**config.mk**
```make
export PLATFORM = sky130hd
export DESIGN_NAME = lqrs_div_cell
export DESIGN_NICKNAME = d
export VERILOG_FILES = /design/src/assert_macros.svh /design/src/lqrs_pkg.sv /design/src/lqrs_div_cell.sv
export SDC_FILE = /design/constraint.sdc
export NUM_CORES = 1
export LEC_CHECK = 0
export ABC_AREA = 1
export BUFFER_PORTS_ARGS = -buffer_cell sky130_fd_sc_hd__buf_2
export CORE_MARGIN = 1
export CORE_UTILIZATION = 35
export DETAILED_ROUTE_END_ITERATION = 8
export MAX_ROUTING_LAYER = met4
export SYNTH_ARGS = -nofsm -noshare
export SYNTH_HDL_FRONTEND = slang
export SYNTH_SLANG_ARGS = --single-unit
```
**constraint.sdc**
```tcl
create_clock -name clk -period 2.65 [get_ports clk]
set_clock_uncertainty 0.05 [all_clocks]
set_input_delay 0.53 -clock clk [delete_from_list [all_inputs] [get_ports clk]]
set_output_delay 0.53 -clock clk [all_outputs]
set_load 0.02 [all_outputs]
```
**src/assert_macros.svh**
```systemverilog
// Assertion helpers shared by the RTL.
`ifndef ASSERT_MACROS_SVH
`define ASSERT_MACROS_SVH

// Implication checked on the same edge.
`define CHK_IMPL(label, ante, cons) \
	label: assert property (@(posedge clk) disable iff (!arst_n) (ante) |-> (cons)) \
		else $error("implication check failed");

// Consequent must hold a fixed number of cycles after the antecedent.
`define CHK_DELAY(label, ante, n, cons) \
	label: assert property (@(posedge clk) disable iff (!arst_n) (ante) |-> ##n (cons)) \
		else $error("delayed check failed");

`endif

```
**src/lqrs_pkg.sv**
```systemverilog
package lqrs_pkg;

	localparam int WORD_BITS = 32;
	localparam int FRAC_BITS = 16;

	// magnitude of a word, up to 2^(W-1)
	localparam int MAG_W = WORD_BITS;
	// b*b and 4ac, plus headroom for their sum
	localparam int PROD_W = 2 * WORD_BITS + 2;
	localparam int SQ_W = PROD_W / 2;
	localparam int SQ_REM_W = SQ_W + 2;
	localparam int NUM_W = WORD_BITS + 2;
	localparam int DEN_W = WORD_BITS + 1;
	localparam int NUMS_W = NUM_W + FRAC_BITS;
	localparam int DV_REM_W = DEN_W + 1;
	localparam int Q_W = WORD_BITS + 1;

	localparam logic [1:0] ST_OK = 2'd0;
	localparam logic [1:0] ST_NOREAL = 2'd1;
	localparam logic [1:0] ST_NOROOT = 2'd2;
	localparam logic [1:0] ST_DIVZ = 2'd3;

	localparam logic [1:0] SEL_PLUS = 2'd1;
	localparam logic [1:0] SEL_MINUS = 2'd2;

	localparam logic KIND_LIN = 1'b0;

	typedef struct packed {
		logic kind;
		logic signed [WORD_BITS-1:0] coef_a;
		logic signed [WORD_BITS-1:0] coef_b;
		logic signed [WORD_BITS-1:0] coef_c;
		logic [1:0] root_select;
	} in_t;

	typedef struct packed {
		logic signed [WORD_BITS-1:0] root;
		logic [1:0] status;
	} out_t;

	typedef struct packed {
		logic [SQ_REM_W-1:0] rem;
		logic [SQ_W-1:0] root;
		logic [PROD_W-1:0] rad;
	} sq_cell_t;

	typedef struct packed {
		logic [DV_REM_W-1:0] rem;
		logic [Q_W-1:0] q;
		logic ovf;
		logic [NUMS_W-1:0] num;
		logic [DEN_W-1:0] den;
	} dv_cell_t;

endpackage

```
**src/lqrs_div_cell.sv**
```systemverilog
module lqrs_div_cell (
	input  logic clk,
	input  lqrs_pkg::dv_cell_t d,
	output lqrs_pkg::dv_cell_t q
);

	logic [lqrs_pkg::DV_REM_W-1:0] rem_t;
	logic [lqrs_pkg::DV_REM_W-1:0] den_x;
	logic ge;

	assign rem_t = {d.rem[lqrs_pkg::DV_REM_W-2:0], d.num[lqrs_pkg::NUMS_W-1]};
	assign den_x = {1'b0, d.den};
	assign ge = (rem_t >= den_x);

	always_ff @(posedge clk) begin
		q.rem <= ge ? (rem_t - den_x) : rem_t;
		q.q <= {d.q[lqrs_pkg::Q_W-2:0], ge};
		// a bit shifted out of the kept quotient means saturation
		q.ovf <= d.ovf | d.q[lqrs_pkg::Q_W-1];
		q.num <= {d.num[lqrs_pkg::NUMS_W-2:0], 1'b0};
		q.den <= d.den;
	end

endmodule

```
**After elaboration in Yosys (flattened, before gate mapping)**

Index checks and enable logic that the tools add are counted.

- Output and inout bits: 151
- Flip-flop bits (word level): 150

- Order comparisons: 1
- Add/sub/neg operators: 1
- Bitwise logic cells: 1
- Muxes and demuxes: 1

Operators with widths:

| cell | count |
|---|---|
| $ge A34 B33 Y1 | 1 |
| $mux W34 | 1 |
| $sub A34 B33 Y34 | 1 |
| $or A1 B1 Y1 | 1 |

**Longest topological paths before layout**

- Word-level depth: 2
- Gate-level depth with buffers: 16

**Worst setup path after synthesis**

OpenSTA, ideal clock, no wires.

- Path type: input port to flip-flop
- Start point: input port d[82] (netlist bit)
- End point: register q[135] (netlist bit)
- Stages on the path: 13
- Setup slack: 0.536 ns
- Data arrival time: 1.952 ns
- Data required time: 2.488 ns
- Cells stage by stage: inv_1 -> ha_1 -> inv_1 -> fa_1 -> nand3_1 -> nand3_2 -> nand2_2 -> nand2_4 -> nand3_4 -> nand2_8 -> buf_12 -> nand2_2 -> nand2_1

- Cells in the longest elaborated chain, start to end: 2
- Elaborated cells on any way between the ends: 3
- Those cells by class: add/sub: 1; order compare: 1; mux: 1

Ends and longest elaborated chain:

| item | line | text |
|---|---|---|
| start, declared | lqrs_div_cell.sv:3 | `input lqrs_pkg::dv_cell_t d,` |
| $sub A34 B33 Y34 / $ge A34 B33 Y1 (equally long branches) | lqrs_div_cell.sv:16, lqrs_div_cell.sv:13 |  |
| $mux W34 * | lqrs_div_cell.sv:16 | `q.rem <= ge ? (rem_t - den_x) : rem_t;` |
| end, declared | lqrs_div_cell.sv:4 | `output lqrs_pkg::dv_cell_t q` |

Every way passes the cells marked *; elsewhere a longest branch is shown, timed or not.

**Final worst setup path**

- Start point: input port d[82] (netlist bit)
- End point: register q[141] (netlist bit)

Same word-level chain as after synthesis.

==> flow_summary.ini <==
[grt]
gr-total-overflow = 0
grt_max_degree = 17
antenna_found_initial = 2
grt_pass1_wl_um = 29550
grt_use_total = 0.2190
grt_pass1_vias = 5654

[synth]
yosysMostFrequentCell = nand2_1
yosysSeqAreaShare = 0.4651
synthFlopType = dfxtp_1
synthSimpleGateAreaFrac = 0.3132
syn_nets = 1010
synth_commonest_cells = nand2_1, dfxtp_1, inv_1
synth.area.top_cells = dfxtp_1, nand2_1, inv_1, ha_1, nand2_2
postSynthCellCount = 824
synth_adder_area_share = 0.06705
synthMuxAreaShare = 0
synth-xor-area-share = 0.02171
yosysTopAreaCell = dfxtp_1
synth_top_family_by_area = simple AND/OR/NAND/NOR gates
synth_edf_count = 0
synthArstFlopShare = 0
synth_seq_cells = 150
syn_avg_cell_area_um2 = 7.835
synth_top_area_share = 0.4651
synth_cell_types = 37
yosysWarnings = 0
synth_compound_area_frac = 0.03469
synth_area_um2 = 6456

[drt]
drt-total-wl_um = 20230
viasPerCell = 4.278
detail-route-antenna-nets = 0
first_iter_violations = 291
num_vias = 5964
wl_per_cell_um = 14.52
drt_pre_antenna_iters = 4
remaining_drc_errors = 0

[cts]
cts_num_sinks = 150
post_cts_buffers = 0
cts-htree-levels = 4
cts_root_buffer = clkbuf_16
cts_tree = built
postCtsHoldBufs = 0
cts.clk_slew.worst_paths_ns = 0.07
clockBufferDepth = 2
numCtsBuffers = 17
cts_resized = 0

[final_layout]
fill_cells = 1861
area_growth_pct = 38.95
largestRegisters = q x150
regMostFlops = q
nets = 1336
largest_register_ffs = 150
final_area_um2 = 8971
drive_gt1_frac = 0.3672

[placement]
portBuffers = 300
gp_congestion = 0.9394
placed_cell_area_um2 = 8323
detailedPlacementHpwl_um = 16810

[worst_hold_path]
hold_end = q[103]$_DFF_P_
hp-start = d[102]
hp-class = primary input to register
hold_depth = 1

[critical_path]
critPathLaunchType = primary input
cp.required_ns = 2.92
endpoint_kind = register
crit_type = primary input to register
cp_max_fo = 4
cp.arrival_ns = 2.34

[die]
pin_count = 303
die_area_um2 = 18990
chipWidth_um = 137.8
fp-row-count = 49
coreArea_um2 = 18020
fp.dieH_um = 137.8
start_util = 0.3582

[sta]
fin_crit_ns = 2.068
period_share = 0.7805
drv_slew = 0
tns_ns = 0
report.final.setup_viol = 0
rsz0062_at_grt = no
hold_viol_final = 0
fmax_mhz = 483.5

[power]
p_leak_nw = 5.052
ir_drop_uv = 456.7
power_density_nw_per_um2 = 737.3
finalPower_mw = 6.614

[flow_run]
drv_cap = 0

[status]
status = completed
[logic make-up (layout without fill, tap and decap cells)]
family / after synthesis / in the layout
compound gates: 38 / 38
buf+inv: 148 / 487
simple gates: 437 / 437
fa+ha+maj: 34 / 34
other cells: 1 / 3
flops: 150 / 150
xor+xnor: 16 / 16
[critical path: stages]
cell and delay (ns):
buf_2 0.09, inv_1 0.05, ha_1 0.13, inv_1 0.06
fa_1 0.45, nand2_1 0.11, nand3_1 0.08, nand3_1 0.08
nand2_1 0.09, nand2_1 0.08, nand2_1 0.16, nand2_1 0.16
nand2_1 0.07, nand2_1 0.05, nand2_1 0.06, nand2_2 0.05
nand2_1 0.04
[how the worst max path moves through the flow]
stage | cells past startpoint | slack (ns) | start | endpoint
2_1_floorplan | 13 | 0.54 | d[82] | q[135]$_DFF_P_
4_1_cts | 17 | 0.58 | d[82] | q[141]$_DFF_P_
3_3_place_gp | 17 | 0.14 | d[82] | q[141]$_DFF_P_
6_report | 17 | 0.58 | d[82] | q[141]$_DFF_P_
5_1_grt | 17 | 0.36 | d[82] | q[141]$_DFF_P_
3_5_place_dp | 17 | 0.12 | d[82] | q[141]$_DFF_P_
[metal layers]
metal | up-vias | track usage | wire (µm)
met5 | - | - | 0
met4 | 0 | 0.06039 | 267
met3 | 22 | 0.05813 | 1569
met2 | 189 | 0.3864 | 10070
met1 | 2600 | 0.2415 | 8330
li1 | 3153 | - | -
[layout by cell type (no fill, tap or decap), drive strengths merged, types with 2 or more instances in the layout]
cell    instances
nor3            6
nor4            2
diode           2
nand4           8
clkinv          6
inv           146
nand3          37
clkbuf         17
a21o            2
o21ai           7
o21bai          3
a21oi          25
xor2           15
nor2           57
dfxtp         150
buf           314
ha             33
nand3b          8
nand2         316
bufinv          3
or2             2
[cell type report]
type,count,area [µm²],area share
well taps,229,286.5,0.03194
multi-input cells,526,2823,0.3146
inverters,141,529.3,0.05900
flip-flops and latches,150,3003,0.3347
clock buffers,17,425.4,0.04742
clock inverters,15,217.7,0.02427
repair buffers,314,1682,0.1874
diodes,2,5.005,0.0005579
[metrics by stage]
stage / setup slack, ns / hold WS [ns] / utilization / std cells
global placement: 0.1422 / 0.5824 / 0.4618 / 1360
finish: 0.5817 / 0.1506 / 0.4977 / 1394
floorplan: 0.5358 / 0.5077 / - / 824
CTS: 0.5828 / 0.1305 / 0.4974 / 1392
detailed placement: 0.1224 / 0.5836 / 0.4618 / 1360
global route: 0.3641 / 0.1293 / 0.4977 / 1394
[where the power goes]
group | switching (mW) | internal (mW) | total [mW] | leakage (nW)
Clock | 1.10 | 1.53 | 2.63 | 0.311
Sequential | 0.0422 | 2.46 | 2.50 | 1.27
Combinational | 0.945 | 0.539 | 1.48 | 3.48
Power figures use the tool's default switching activity.
