File: config.mk
export PLATFORM = sky130hd
export DESIGN_NAME = lqrs_sqrt_cell
export DESIGN_NICKNAME = d
export VERILOG_FILES = /design/src/assert_macros.svh /design/src/lqrs_pkg.sv /design/src/lqrs_sqrt_cell.sv
export SDC_FILE = /design/constraint.sdc
export NUM_CORES = 1
export LEC_CHECK = 0
export BUFFER_PORTS_ARGS = -buffer_cell sky130_fd_sc_hd__buf_2
export CORE_UTILIZATION = 47
export CTS_BUF_LIST = sky130_fd_sc_hd__clkbuf_4 sky130_fd_sc_hd__clkbuf_8
export CTS_CLUSTER_SIZE = 16
export DETAILED_ROUTE_END_ITERATION = 8
export PLACE_DENSITY = 0.83
export SLEW_MARGIN = 25
export SYNTH_ARGS = -nofsm -noshare
export SYNTH_HDL_FRONTEND = slang
export SYNTH_SLANG_ARGS = --single-unit
File: constraint.sdc
create_clock -name clk -period 3.31 [get_ports clk]
set_input_delay 0.662 -clock clk [delete_from_list [all_inputs] [get_ports clk]]
set_output_delay 0.662 -clock clk [all_outputs]
set_load 0.05 [all_outputs]
File: src/assert_macros.svh
// Assertion helpers shared by the RTL.
`ifndef ASSERT_MACROS_SVH
`define ASSERT_MACROS_SVH

// Implication checked on the same edge.
`define CHK_IMPL(label, ante, cons) \
	label: assert property (@(posedge clk) disable iff (!arst_n) (ante) |-> (cons)) \
		else $error("implication check failed");

// Consequent must hold a fixed number of cycles after the antecedent.
`define CHK_DELAY(label, ante, n, cons) \
	label: assert property (@(posedge clk) disable iff (!arst_n) (ante) |-> ##n (cons)) \
		else $error("delayed check failed");

`endif

File: src/lqrs_pkg.sv
package lqrs_pkg;

	localparam int WORD_BITS = 32;
	localparam int FRAC_BITS = 16;

	// magnitude of a word, up to 2^(W-1)
	localparam int MAG_W = WORD_BITS;
	// b*b and 4ac, plus headroom for their sum
	localparam int PROD_W = 2 * WORD_BITS + 2;
	localparam int SQ_W = PROD_W / 2;
	localparam int SQ_REM_W = SQ_W + 2;
	localparam int NUM_W = WORD_BITS + 2;
	localparam int DEN_W = WORD_BITS + 1;
	localparam int NUMS_W = NUM_W + FRAC_BITS;
	localparam int DV_REM_W = DEN_W + 1;
	localparam int Q_W = WORD_BITS + 1;

	localparam logic [1:0] ST_OK = 2'd0;
	localparam logic [1:0] ST_NOREAL = 2'd1;
	localparam logic [1:0] ST_NOROOT = 2'd2;
	localparam logic [1:0] ST_DIVZ = 2'd3;

	localparam logic [1:0] SEL_PLUS = 2'd1;
	localparam logic [1:0] SEL_MINUS = 2'd2;

	localparam logic KIND_LIN = 1'b0;

	typedef struct packed {
		logic kind;
		logic signed [WORD_BITS-1:0] coef_a;
		logic signed [WORD_BITS-1:0] coef_b;
		logic signed [WORD_BITS-1:0] coef_c;
		logic [1:0] root_select;
	} in_t;

	typedef struct packed {
		logic signed [WORD_BITS-1:0] root;
		logic [1:0] status;
	} out_t;

	typedef struct packed {
		logic [SQ_REM_W-1:0] rem;
		logic [SQ_W-1:0] root;
		logic [PROD_W-1:0] rad;
	} sq_cell_t;

	typedef struct packed {
		logic [DV_REM_W-1:0] rem;
		logic [Q_W-1:0] q;
		logic ovf;
		logic [NUMS_W-1:0] num;
		logic [DEN_W-1:0] den;
	} dv_cell_t;

endpackage

File: src/lqrs_sqrt_cell.sv
module lqrs_sqrt_cell (
	input  logic clk,
	input  lqrs_pkg::sq_cell_t d,
	output lqrs_pkg::sq_cell_t q
);

	logic [lqrs_pkg::SQ_REM_W-1:0] rem_t;
	logic [lqrs_pkg::SQ_REM_W-1:0] trial;
	logic ge;

	// bring down the next two radicand bits, try root*4+1
	assign rem_t = {d.rem[lqrs_pkg::SQ_REM_W-3:0], d.rad[lqrs_pkg::PROD_W-1 -: 2]};
	assign trial = {d.root, 2'b01};
	assign ge = (rem_t >= trial);

	always_ff @(posedge clk) begin
		q.rem <= ge ? (rem_t - trial) : rem_t;
		q.root <= {d.root[lqrs_pkg::SQ_W-2:0], ge};
		q.rad <= {d.rad[lqrs_pkg::PROD_W-3:0], 2'b00};
	end

endmodule

Word-level counts from Yosys, hierarchy flattened
Cells that the tools add are included.
{"block": "totals", "regBits": 132, "in_bits": 135, "output_inout_bits": 134}
{"block": "op_classes", "addsub": 1, "magnitude_cmp": 1, "n_mux": 1}
{"operator": "greater-or-equal comparator 35 bit", "count": 1}
{"operator": "2-to-1 mux 35 bit", "count": 1}
{"operator": "subtractor 35 bit", "count": 1}

Logic depth before layout (Yosys ltp)
Gate-level depths: netlist of the first run.
{"block": "depth", "ltp_word": 2, "depth_mapped": 13, "ltp_nobuf": 11}

Least setup slack after synthesis of the first run
No wires, ideal clock.
{"block": "synth_path", "kind": "input to register", "start": "in d[66] in the netlist's numbering", "end": "reg q[124] in the netlist's numbering", "t_required_ns": 3.187, "path_stages": 10, "t_arrival_ns": 2.590, "setup_slack_ns": 0.597, "path_buffers": 0, "path_cell_list": "inv_1 > ha_1 > o211ai_1 > o21ai_2 > o2111ai_1 > a21oi_1 > or4b_4 > a31oi_2 > xor2_1 > o21ai_0"}
{"block": "synth_via", "elab_chain_len": 2}
{"element": "from (decl)", "line": "lqrs_sqrt_cell.sv:3", "text": "input lqrs_pkg::sq_cell_t d,"}
{"element": "subtractor 35 bit / greater-or-equal comparator 35 bit (equally long branches)", "line": "lqrs_sqrt_cell.sv:17, lqrs_sqrt_cell.sv:14"}
{"element": "2-to-1 mux 35 bit *", "line": "lqrs_sqrt_cell.sv:17", "text": "q.rem <= ge ? (rem_t - trial) : rem_t;"}
{"element": "to (decl)", "line": "lqrs_sqrt_cell.sv:4", "text": "output lqrs_pkg::sq_cell_t q"}
Mark *: on every way between the ends. The rest lies on a longest branch, timed or not.

Worst setup path after layout of the first run
{"block": "layout_path", "start": "in d[88] in the netlist's numbering", "end": "reg q[131] in the netlist's numbering"}
The elaborated chain is that of the path after synthesis.

==> results of run 1 <==
## cell families after synthesis
logic type      Yosys count  share of synthesized area (%)
compound gates          147                           18.9
flops                   132                           50.7
simple gates            124                           11.8
buf+inv                  60                           5.43
fa+ha+maj                35                           8.41
xor+xnor                 27                           4.54
other cells               1                         0.0720
mux                       1                          0.216
## final timing paths
check,slack [ns],to
setup / recovery,0.60,q[131]
hold / removal,0.32,q[12]
## cell type report
| type | count | area, um2 | share of cell area (%) |
|---|---|---|---|
| clock inverter | 13 | 174 | 2.45 |
| multi-input combinational | 336 | 2290 | 32.3 |
| sequential | 132 | 2640 | 37.2 |
| clock buffer | 18 | 248 | 3.49 |
| timing repair buffer | 273 | 1400 | 19.8 |
| tap | 140 | 175 | 2.47 |
| inverter | 44 | 165 | 2.33 |
## power by group through the flow
stage	Combinational, mW	Sequential (mW)	Clock, mW
after global placement	1.27	1.79	0
after global routing	1.37	1.77	1.54
after detailed placement	1.28	1.80	0
final	1.29	1.76	1.43
after floorplan	0.438	2.31	0
after CTS	1.29	1.76	1.46
## layer usage
layer	routed length [um]	vias to the layer above	track usage (%)	share of wire [%]
met1	5840	2224	27.6	39
met4	347	0	9.98	2.3
li1	-	2390	-	-
met3	1150	25	8.35	7.7
met5	0	-	0	0
met2	7590	187	46.4	51
## critical path, stage by stage
cell      delay [ns]
buf_2           0.10
inv_1           0.05
ha_1            0.26
a21o_1          0.23
a21oi_1         0.10
o21bai_1        0.36
a211oi_1        0.13
o21ai_0         0.39
mux2_2          0.38
nor4_1          0.30
a21o_1          0.12
## per-stage QoR
| step | power [mW] | instance area (um2) | hold slack, ns |
|---|---|---|---|
| 2_1_floorplan | 2.75 | 5210 | 0.690 |
| 3_3_place_gp | 3.06 | 6670 | 0.765 |
| 3_5_place_dp | 3.08 | 6670 | 0.766 |
| 4_1_cts | 4.51 | 7090 | 0.299 |
| 5_1_grt | 4.68 | 7090 | 0.290 |
| 6_report | 4.48 | 7090 | 0.323 |
## cells in the final DEF (no fill, tap or decap), drive strengths merged, types with 9 or more instances in the layout
cell type,Yosys,final
a21oi,54,54
nand4,9,9
dfxtp,132,132
xor2,11,11
a21o,16,16
ha,35,35
nand2,36,36
nor2,33,33
o21ai,27,27
nand3,10,10
nor3,10,10
inv,44,48
buf,12,273
clkbuf,4,18
xnor2,16,16
==> flow_summary.json, run 1 <==
{
  "synth_cell_types": 63,
  "pre_cts_ws_ns": 0.210,
  "largest_reg_flops": 132,
  "cts_root_buf": "clkbuf_8",
  "design.core.area_mm2": 0.0108,
  "synth_seq_cells": 132,
  "overflow": 0,
  "cp.required_ns": 3.68,
  "area_growth_pct": 36.2,
  "synth_most_common_cell": "dfxtp_1",
  "synth-seq-area-share_pct": 50.7,
  "cts_tree": "built",
  "fmaxAchievable_ghz": 0.369,
  "die_area_mm2": 0.0115,
  "post_cts_buffers": 0,
  "antenna_found_initial": 0,
  "grt_max_degree": 25,
  "drt_iter0_drc": 232,
  "path_class": "input pin to register",
  "largest_registers": "q: 132 flops",
  "postRouteAntennaNets": 0,
  "layout-drive-gt1-share_pct": 39.8,
  "setup_ws_ns": 0.600,
  "hpwl_mm": 12.0,
  "p_sw_mw": 1.60,
  "rows": 38,
  "largest-register": "q",
  "pwr-share-comb_pct": 28.7,
  "gp_congestion": 0.871,
  "die_x_um": 107,
  "peakVddDrop_mv": 0.434,
  "min_path_cells": 1,
  "critPathLaunch": "d[88]",
  "synth-edff-count": 0,
  "synthTopCellsByArea": "dfxtp_1, ha_1, a21oi_1",
  "timing.final.crit_period_ns": 2.71,
  "hold_buffers": 0,
  "grt_pass1_vias": 4579,
  "drv_cap": 0,
  "finalSetupViolations": 0,
  "power_density_mw_per_mm2": 632,
  "period_share_pct": 81.9,
  "grt_util_all_layers_pct": 25.7,
  "drc": 0,
  "critPathLaunchType": "input pin",
  "first_pass_iters": 4,
  "cts_num_sinks": 132,
  "nets": 974,
  "nFillCells": 947,
  "initial_core_util_pct": 48.1,
  "min_from": "d[10]",
  "p_sw_share_pct": 35.8,
  "grt_pass1_wl_mm": 22.2,
  "rsz0062_at_grt": "false",
  "tns_ns": 0,
  "route.vias.total": 4826,
  "worstPathMaxFanout": 5,
  "wl_mm": 14.9,
  "p_int_mw": 2.88,
  "sequentialPowerShare_pct": 39.3,
  "dpl.cell_count": 925,
  "hold_violations": 0,
  "syn-instance-count": 527,
  "syn-cell-area_mm2": 0.00521,
  "ys_warn_count": 0,
  "wl_per_cell_um": 15.6,
  "leakage_nw": 3.60,
  "path_clk_slew_ns": 0.09,
  "vias_per_cell": 5.05,
  "portBuffers": 264,
  "avgSynthCellArea_um2": 9.89,
  "htree_levels": 4,
  "yosysTopAreaCell": "dfxtp_1",
  "synth-async-reset-ratio_pct": 0,
  "io_pins": 269,
  "clock_path_buffers": 2,
  "yosysTopAreaCellShare_pct": 50.7,
  "synth_ff_type": "dfxtp_1",
  "p_clk_share_pct": 32.0,
  "arrival_ns": 3.08,
  "die_h_um": 107,
  "cts_buffers": 17,
  "cp-end-kind": "register",
  "final-instance-count-excl-fill": 956,
  "final-max-slew-violation-count": 0,
  "diodes": 0,
  "synthTopCellsByCount": "dfxtp_1, a21oi_1, inv_1",
  "status": "completed",
  "cts_resized": 0,
  "postLayoutCoreUtil_pct": 65.4,
  "hold_class": "input pin to register"
}
(Power assumes the default switching activity.)
==> run 2, diff against run 1 <==
Settings changed: CORE_UTILIZATION 47 to 42, PLACE_DENSITY 0.83 to 0.78.
Clock period 3.31 ns to 2.4 ns, I/O delays scaled along.
==> flow_summary.json, run 2 (synthesis gave the netlist of run 1 again) <==
{
  "hold_buffers": 0,
  "grt_max_degree": 19,
  "cts_buffers": 17,
  "drt_iter0_drc": 230,
  "wl_per_cell_um": 14.4,
  "timing.final.crit_period_ns": 2.32,
  "period_share_pct": 96.7,
  "cts_tree": "built",
  "grt_util_all_layers_pct": 24.4,
  "antenna_found_initial": 1,
  "finalSetupViolations": 0,
  "cts_root_buf": "clkbuf_8",
  "largest_registers": "q: 132 flops",
  "overflow": 0,
  "htree_levels": 4,
  "clock_path_buffers": 2,
  "vias_per_cell": 4.74,
  "tns_ns": 0,
  "status": "completed",
  "final-max-slew-violation-count": 0,
  "wl_mm": 15.7,
  "pwr-share-comb_pct": 32.9,
  "rows": 40,
  "cp-end-kind": "register",
  "die_x_um": 113,
  "dr_wl_met2_mm": 7.90,
  "p_int_mw": 3.98,
  "drv_cap": 0,
  "hpwl_mm": 12.8,
  "nets": 1078,
  "largest_reg_flops": 132,
  "route.vias.total": 5165,
  "die_area_mm2": 0.0129,
  "p_sw_mw": 2.29,
  "cts_num_sinks": 132,
  "cp.required_ns": 2.78,
  "grt_pass1_vias": 4931,
  "io_pins": 269,
  "top_layer_used": "met4",
  "portBuffers": 264,
  "die_h_um": 113,
  "power_density_mw_per_mm2": 775,
  "leakage_nw": 4.10,
  "dr_wl_met3_mm": 1.36,
  "layout-drive-gt1-share_pct": 49.3,
  "p_sw_share_pct": 36.6,
  "design.core.area_mm2": 0.0121,
  "first_pass_iters": 4,
  "hold_violations": 0,
  "peakVddDrop_mv": 0.502,
  "post_dp_cell_area_mm2": 0.00766,
  "path_clk_slew_ns": 0.08,
  "worstPathMaxFanout": 4,
  "fmaxAchievable_ghz": 0.431,
  "postLayoutCoreUtil_pct": 67.2,
  "initial_core_util_pct": 43.2,
  "postRouteAntennaNets": 0,
  "path_class": "input pin to register",
  "gp_congestion": 0.866,
  "arrival_ns": 2.70,
  "critPathLaunchType": "input pin",
  "largest-register": "q",
  "area_growth_pct": 55.5,
  "grt_pass1_wl_mm": 23.9,
  "hold_class": "input pin to register",
  "sequentialPowerShare_pct": 38.7,
  "layout.cells.most_common": "buf_2",
  "final_area_mm2": 0.00810,
  "p_clk_share_pct": 28.4,
  "m1WireLength_mm": 6.15,
  "drc": 0,
  "layout_common_cells": "buf_2, dfxtp_1, buf_4, a21oi_1, inv_1"
}
[run 2: critical path, stage by stage]
cell and delay, ns:
buf_2 0.08, inv_1 0.06, ha_4 0.28, buf_4 0.10, nand2b_1 0.08, a21o_1 0.22, a211o_4 0.36, a2111oi_4 0.38
o31a_2 0.25, a31oi_1 0.11, xor2_1 0.15, a21oi_1 0.14
[run 2: final timing paths]
path               from  endpoint  slack, ns  cells past startpoint
setup / recovery  d[66]    q[133]       0.08                     12
hold / removal    d[33]     q[35]       0.12                      1
[run 2: cell type report]
cell class / count / area, um2
sequential: 132 / 2640
tap: 168 / 210
antenna: 1 / 2.50
clock inverter: 13 / 123
multi-input combinational: 336 / 2500
timing repair buffer: 377 / 2200
fill: 991 / 3960
inverter: 44 / 169
clock buffer: 19 / 255
[run 2: power groups by stage]
stage / Clock (mW) / Sequential, mW / Combinational, mW
after global placement: 0 / 2.48 / 2.02
after detailed placement: 0 / 2.48 / 2.04
after CTS: 1.82 / 2.43 / 2.05
after floorplan: 0 / 3.18 / 0.649
final: 1.78 / 2.43 / 2.06
after global routing: 1.93 / 2.45 / 2.20
[run 2: repair_timing]
action | CTS | global route
endpoints found under the setup margin | 0 | 15
buffers inserted | 0 | 3
resized for setup | 0 | 8
[run 2: per-layer routing]
metal	GRT usage [%]	vias up
met3	9.30	22
li1	-	2594
met1	26.1	2361
met5	0	-
met2	43.8	188
met4	9.12	0
[run 2: per-stage QoR]
| step | worst slack [ns] | total power, mW | cells | hold WS (ns) |
|---|---|---|---|---|
| after global routing | -0.0126 | 6.58 | 1090 | 0.0986 |
| after CTS | 0.115 | 6.30 | 1086 | 0.105 |
| final | 0.0782 | 6.27 | 1090 | 0.120 |
| after floorplan | 0.000569 | 3.83 | 528 | 0.508 |
| after global placement | -0.329 | 4.49 | 1054 | 0.582 |
| after detailed placement | -0.353 | 4.52 | 1054 | 0.584 |
==> run 3, diff against run 2 <==
Settings changed: ABC_AREA set to 1, CORE_UTILIZATION 42 to 44, CTS_BUF_LIST sky130_fd_sc_hd__clkbuf_4 sky130_fd_sc_hd__clkbuf_8 to sky130_fd_sc_hd__clkbuf_8, PLACE_DENSITY 0.78 to 0.79.
==> flow_summary.json, run 3 <==
{
  "status": "completed",
  "synth-simple-area-share_pct": 29.2,
  "synth-compound-area-share_pct": 4.31,
  "route.vias.total": 5797,
  "synth_ff_type": "dfxtp_1",
  "synth_cell_types": 27,
  "leakage_nw": 4.66,
  "cts_root_buf": "clkbuf_8",
  "drc": 0,
  "grt_pass1_wl_mm": 28.3,
  "grt_util_all_layers_pct": 26.5,
  "layout_common_cells": "nand2_1, buf_2, inv_1, dfxtp_1, nor2_1",
  "yosysTopAreaCell": "dfxtp_1",
  "fmaxAchievable_ghz": 0.514,
  "cts_buffers": 17,
  "portBuffers": 264,
  "antenna_found_initial": 2,
  "synthMuxAreaShare_pct": 0,
  "setup_ws_ns": 0.455,
  "nets": 1264,
  "final-max-slew-violation-count": 0,
  "synth_most_common_cell": "nand2_1",
  "io_pins": 269,
  "tns_ns": 0,
  "layout-drive-gt1-share_pct": 29.8,
  "yosysTopAreaCellShare_pct": 45.1,
  "synth_top_family_by_area": "simple AND/OR/NAND/NOR gates",
  "avgSynthCellArea_um2": 7.28,
  "dr_wl_met3_mm": 1.19,
  "dr_wl_met2_mm": 8.67,
  "layout.cells.most_common": "nand2_1",
  "grt_max_degree": 24,
  "power_density_mw_per_mm2": 798,
  "initial_core_util_pct": 45.7,
  "htree_levels": 4,
  "top_layer_used": "met4",
  "design.core.area_mm2": 0.0128,
  "timing.final.crit_period_ns": 1.95,
  "critPathLaunch": "d[88]",
  "syn-instance-count": 805,
  "final-instance-count-excl-fill": 1281,
  "drv_cap": 0,
  "overflow": 0,
  "postLayoutCoreUtil_pct": 61.5,
  "area_growth_pct": 34.5,
  "synth-edff-count": 0,
  "rows": 41,
  "die_area_mm2": 0.0138,
  "cp_cell_sequence": "buf_2 > inv_1 > ha_1 > nand2_1 > nand2_1 > inv_1 > nor2_1 > nor2_1 > nand2_1 > a21oi_1 > nand2_1 > nand2_1 > nand2_2 > buf_12 > nand2_1 > nand2_1",
  "synthAdderAreaFrac_pct": 7.47,
  "dpl.cell_count": 1247,
  "finalSetupViolations": 0,
  "min_from": "d[4]",
  "largest_registers": "q: 132 flops",
  "slowest_stage": "ha_1",
  "total_power_mw": 6.30,
  "rsz0062_at_grt": "false",
  "synthTopCellsByCount": "nand2_1, inv_1, dfxtp_1",
  "cts_num_sinks": 132,
  "max_stage_delay_ns": 0.35,
  "cts_tree": "built",
  "vias_per_cell": 4.53,
  "synth-seq-area-share_pct": 45.1,
  "wl_per_cell_um": 14.0,
  "hpwl_mm": 14.8,
  "period_share_pct": 81.1,
  "pre_cts_ws_ns": -0.000833,
  "post_dp_cell_area_mm2": 0.00747,
  "postRouteAntennaNets": 0,
  "path_class": "input pin to register",
  "peakVddDrop_mv": 0.474,
  "crit_top_cell": "nand2_1",
  "cts_resized": 0,
  "arrival_ns": 2.27,
  "largest-register": "q",
  "synth_seq_cells": 132,
  "fin_hold_ws_ns": 0.135,
  "syn-cell-area_mm2": 0.00586,
  "first_pass_iters": 8,
  "cp-end-kind": "register",
  "wl_mm": 18.0,
  "die_x_um": 117,
  "critPathLaunchType": "input pin",
  "cp.required_ns": 2.73,
  "gp_congestion": 0.899,
  "hold_violations": 0,
  "final_area_mm2": 0.00789,
  "synth-xor-area-share_pct": 2.69,
  "synthTopCellsByArea": "dfxtp_1, nand2_1, inv_1",
  "worstPathMaxFanout": 23,
  "hold_class": "input pin to register",
  "ys_warn_count": 0,
  "drt_iter0_drc": 247,
  "path_clk_slew_ns": 0.08,
  "m1WireLength_mm": 7.78,
  "clock_path_buffers": 2,
  "die_h_um": 117,
  "synth-async-reset-ratio_pct": 0,
  "largest_reg_flops": 132,
  "post_cts_buffers": 0,
  "hold_buffers": 0,
  "grt_pass1_vias": 5604
}
run 3: changes by cell type after synthesis, sizes merged, moves of 12 or more:
| cell | delta |
|---|---|
| a21oi | -26 |
| nor2 | +17 |
| nand2 | +266 |
| xnor2 | -15 |
| inv | +107 |
| o21ai | -12 |
| nand3 | +34 |
| a21o | -16 |
run 3: routing by layer:
layer | GRT usage (%) | vias up
met5 | 0 | -
met4 | 9.01 | 0
met3 | 7.25 | 23
met2 | 45.6 | 212
met1 | 31.6 | 2566
li1 | - | 2996
run 3: critical path: cells and delay by family:
family / cells / cell delay (ns)
simple gates: 10 / 0.87
buf+inv: 4 / 0.39
fa+ha+maj: 1 / 0.35
compound gates: 1 / 0.17
run 3: path summary, 6_finish.rpt:
| path | to | slack (ns) | cells past startpoint |
|---|---|---|---|
| worst min-delay path | q[6] | 0.13 | 1 |
| worst max-delay path | q[110] | 0.45 | 16 |
run 3: final cells by class:
| cell class | count | area, um2 |
|---|---|---|
| Fill cell | 1224 | 4940 |
| Sequential cell | 132 | 2640 |
| Multi-Input combinational cell | 514 | 2570 |
| Timing Repair Buffer | 278 | 1480 |
| Inverter | 151 | 567 |
| Clock buffer | 19 | 262 |
| Tap cell | 172 | 215 |
| Clock inverter | 13 | 155 |
| Antenna cell | 2 | 5.00 |
run 3: cells by family (layout without fill, tap and decap cells):
group / count (synthesis) / count (layout)
buffers and inverters: 160 / 461
other: 1 / 4
adders and majority gates: 35 / 35
and+or+nand+nor: 411 / 411
AOI/OAI and AO/OA: 48 / 48
DFF: 132 / 132
xor gates and xnor gates: 18 / 18
run 3: report_power, final:
part	internal [mW]	total, mW	switching (mW)
Sequential	2.39	2.43	0.0462
Combinational	0.523	1.91	1.39
Clock	1.08	1.95	0.867
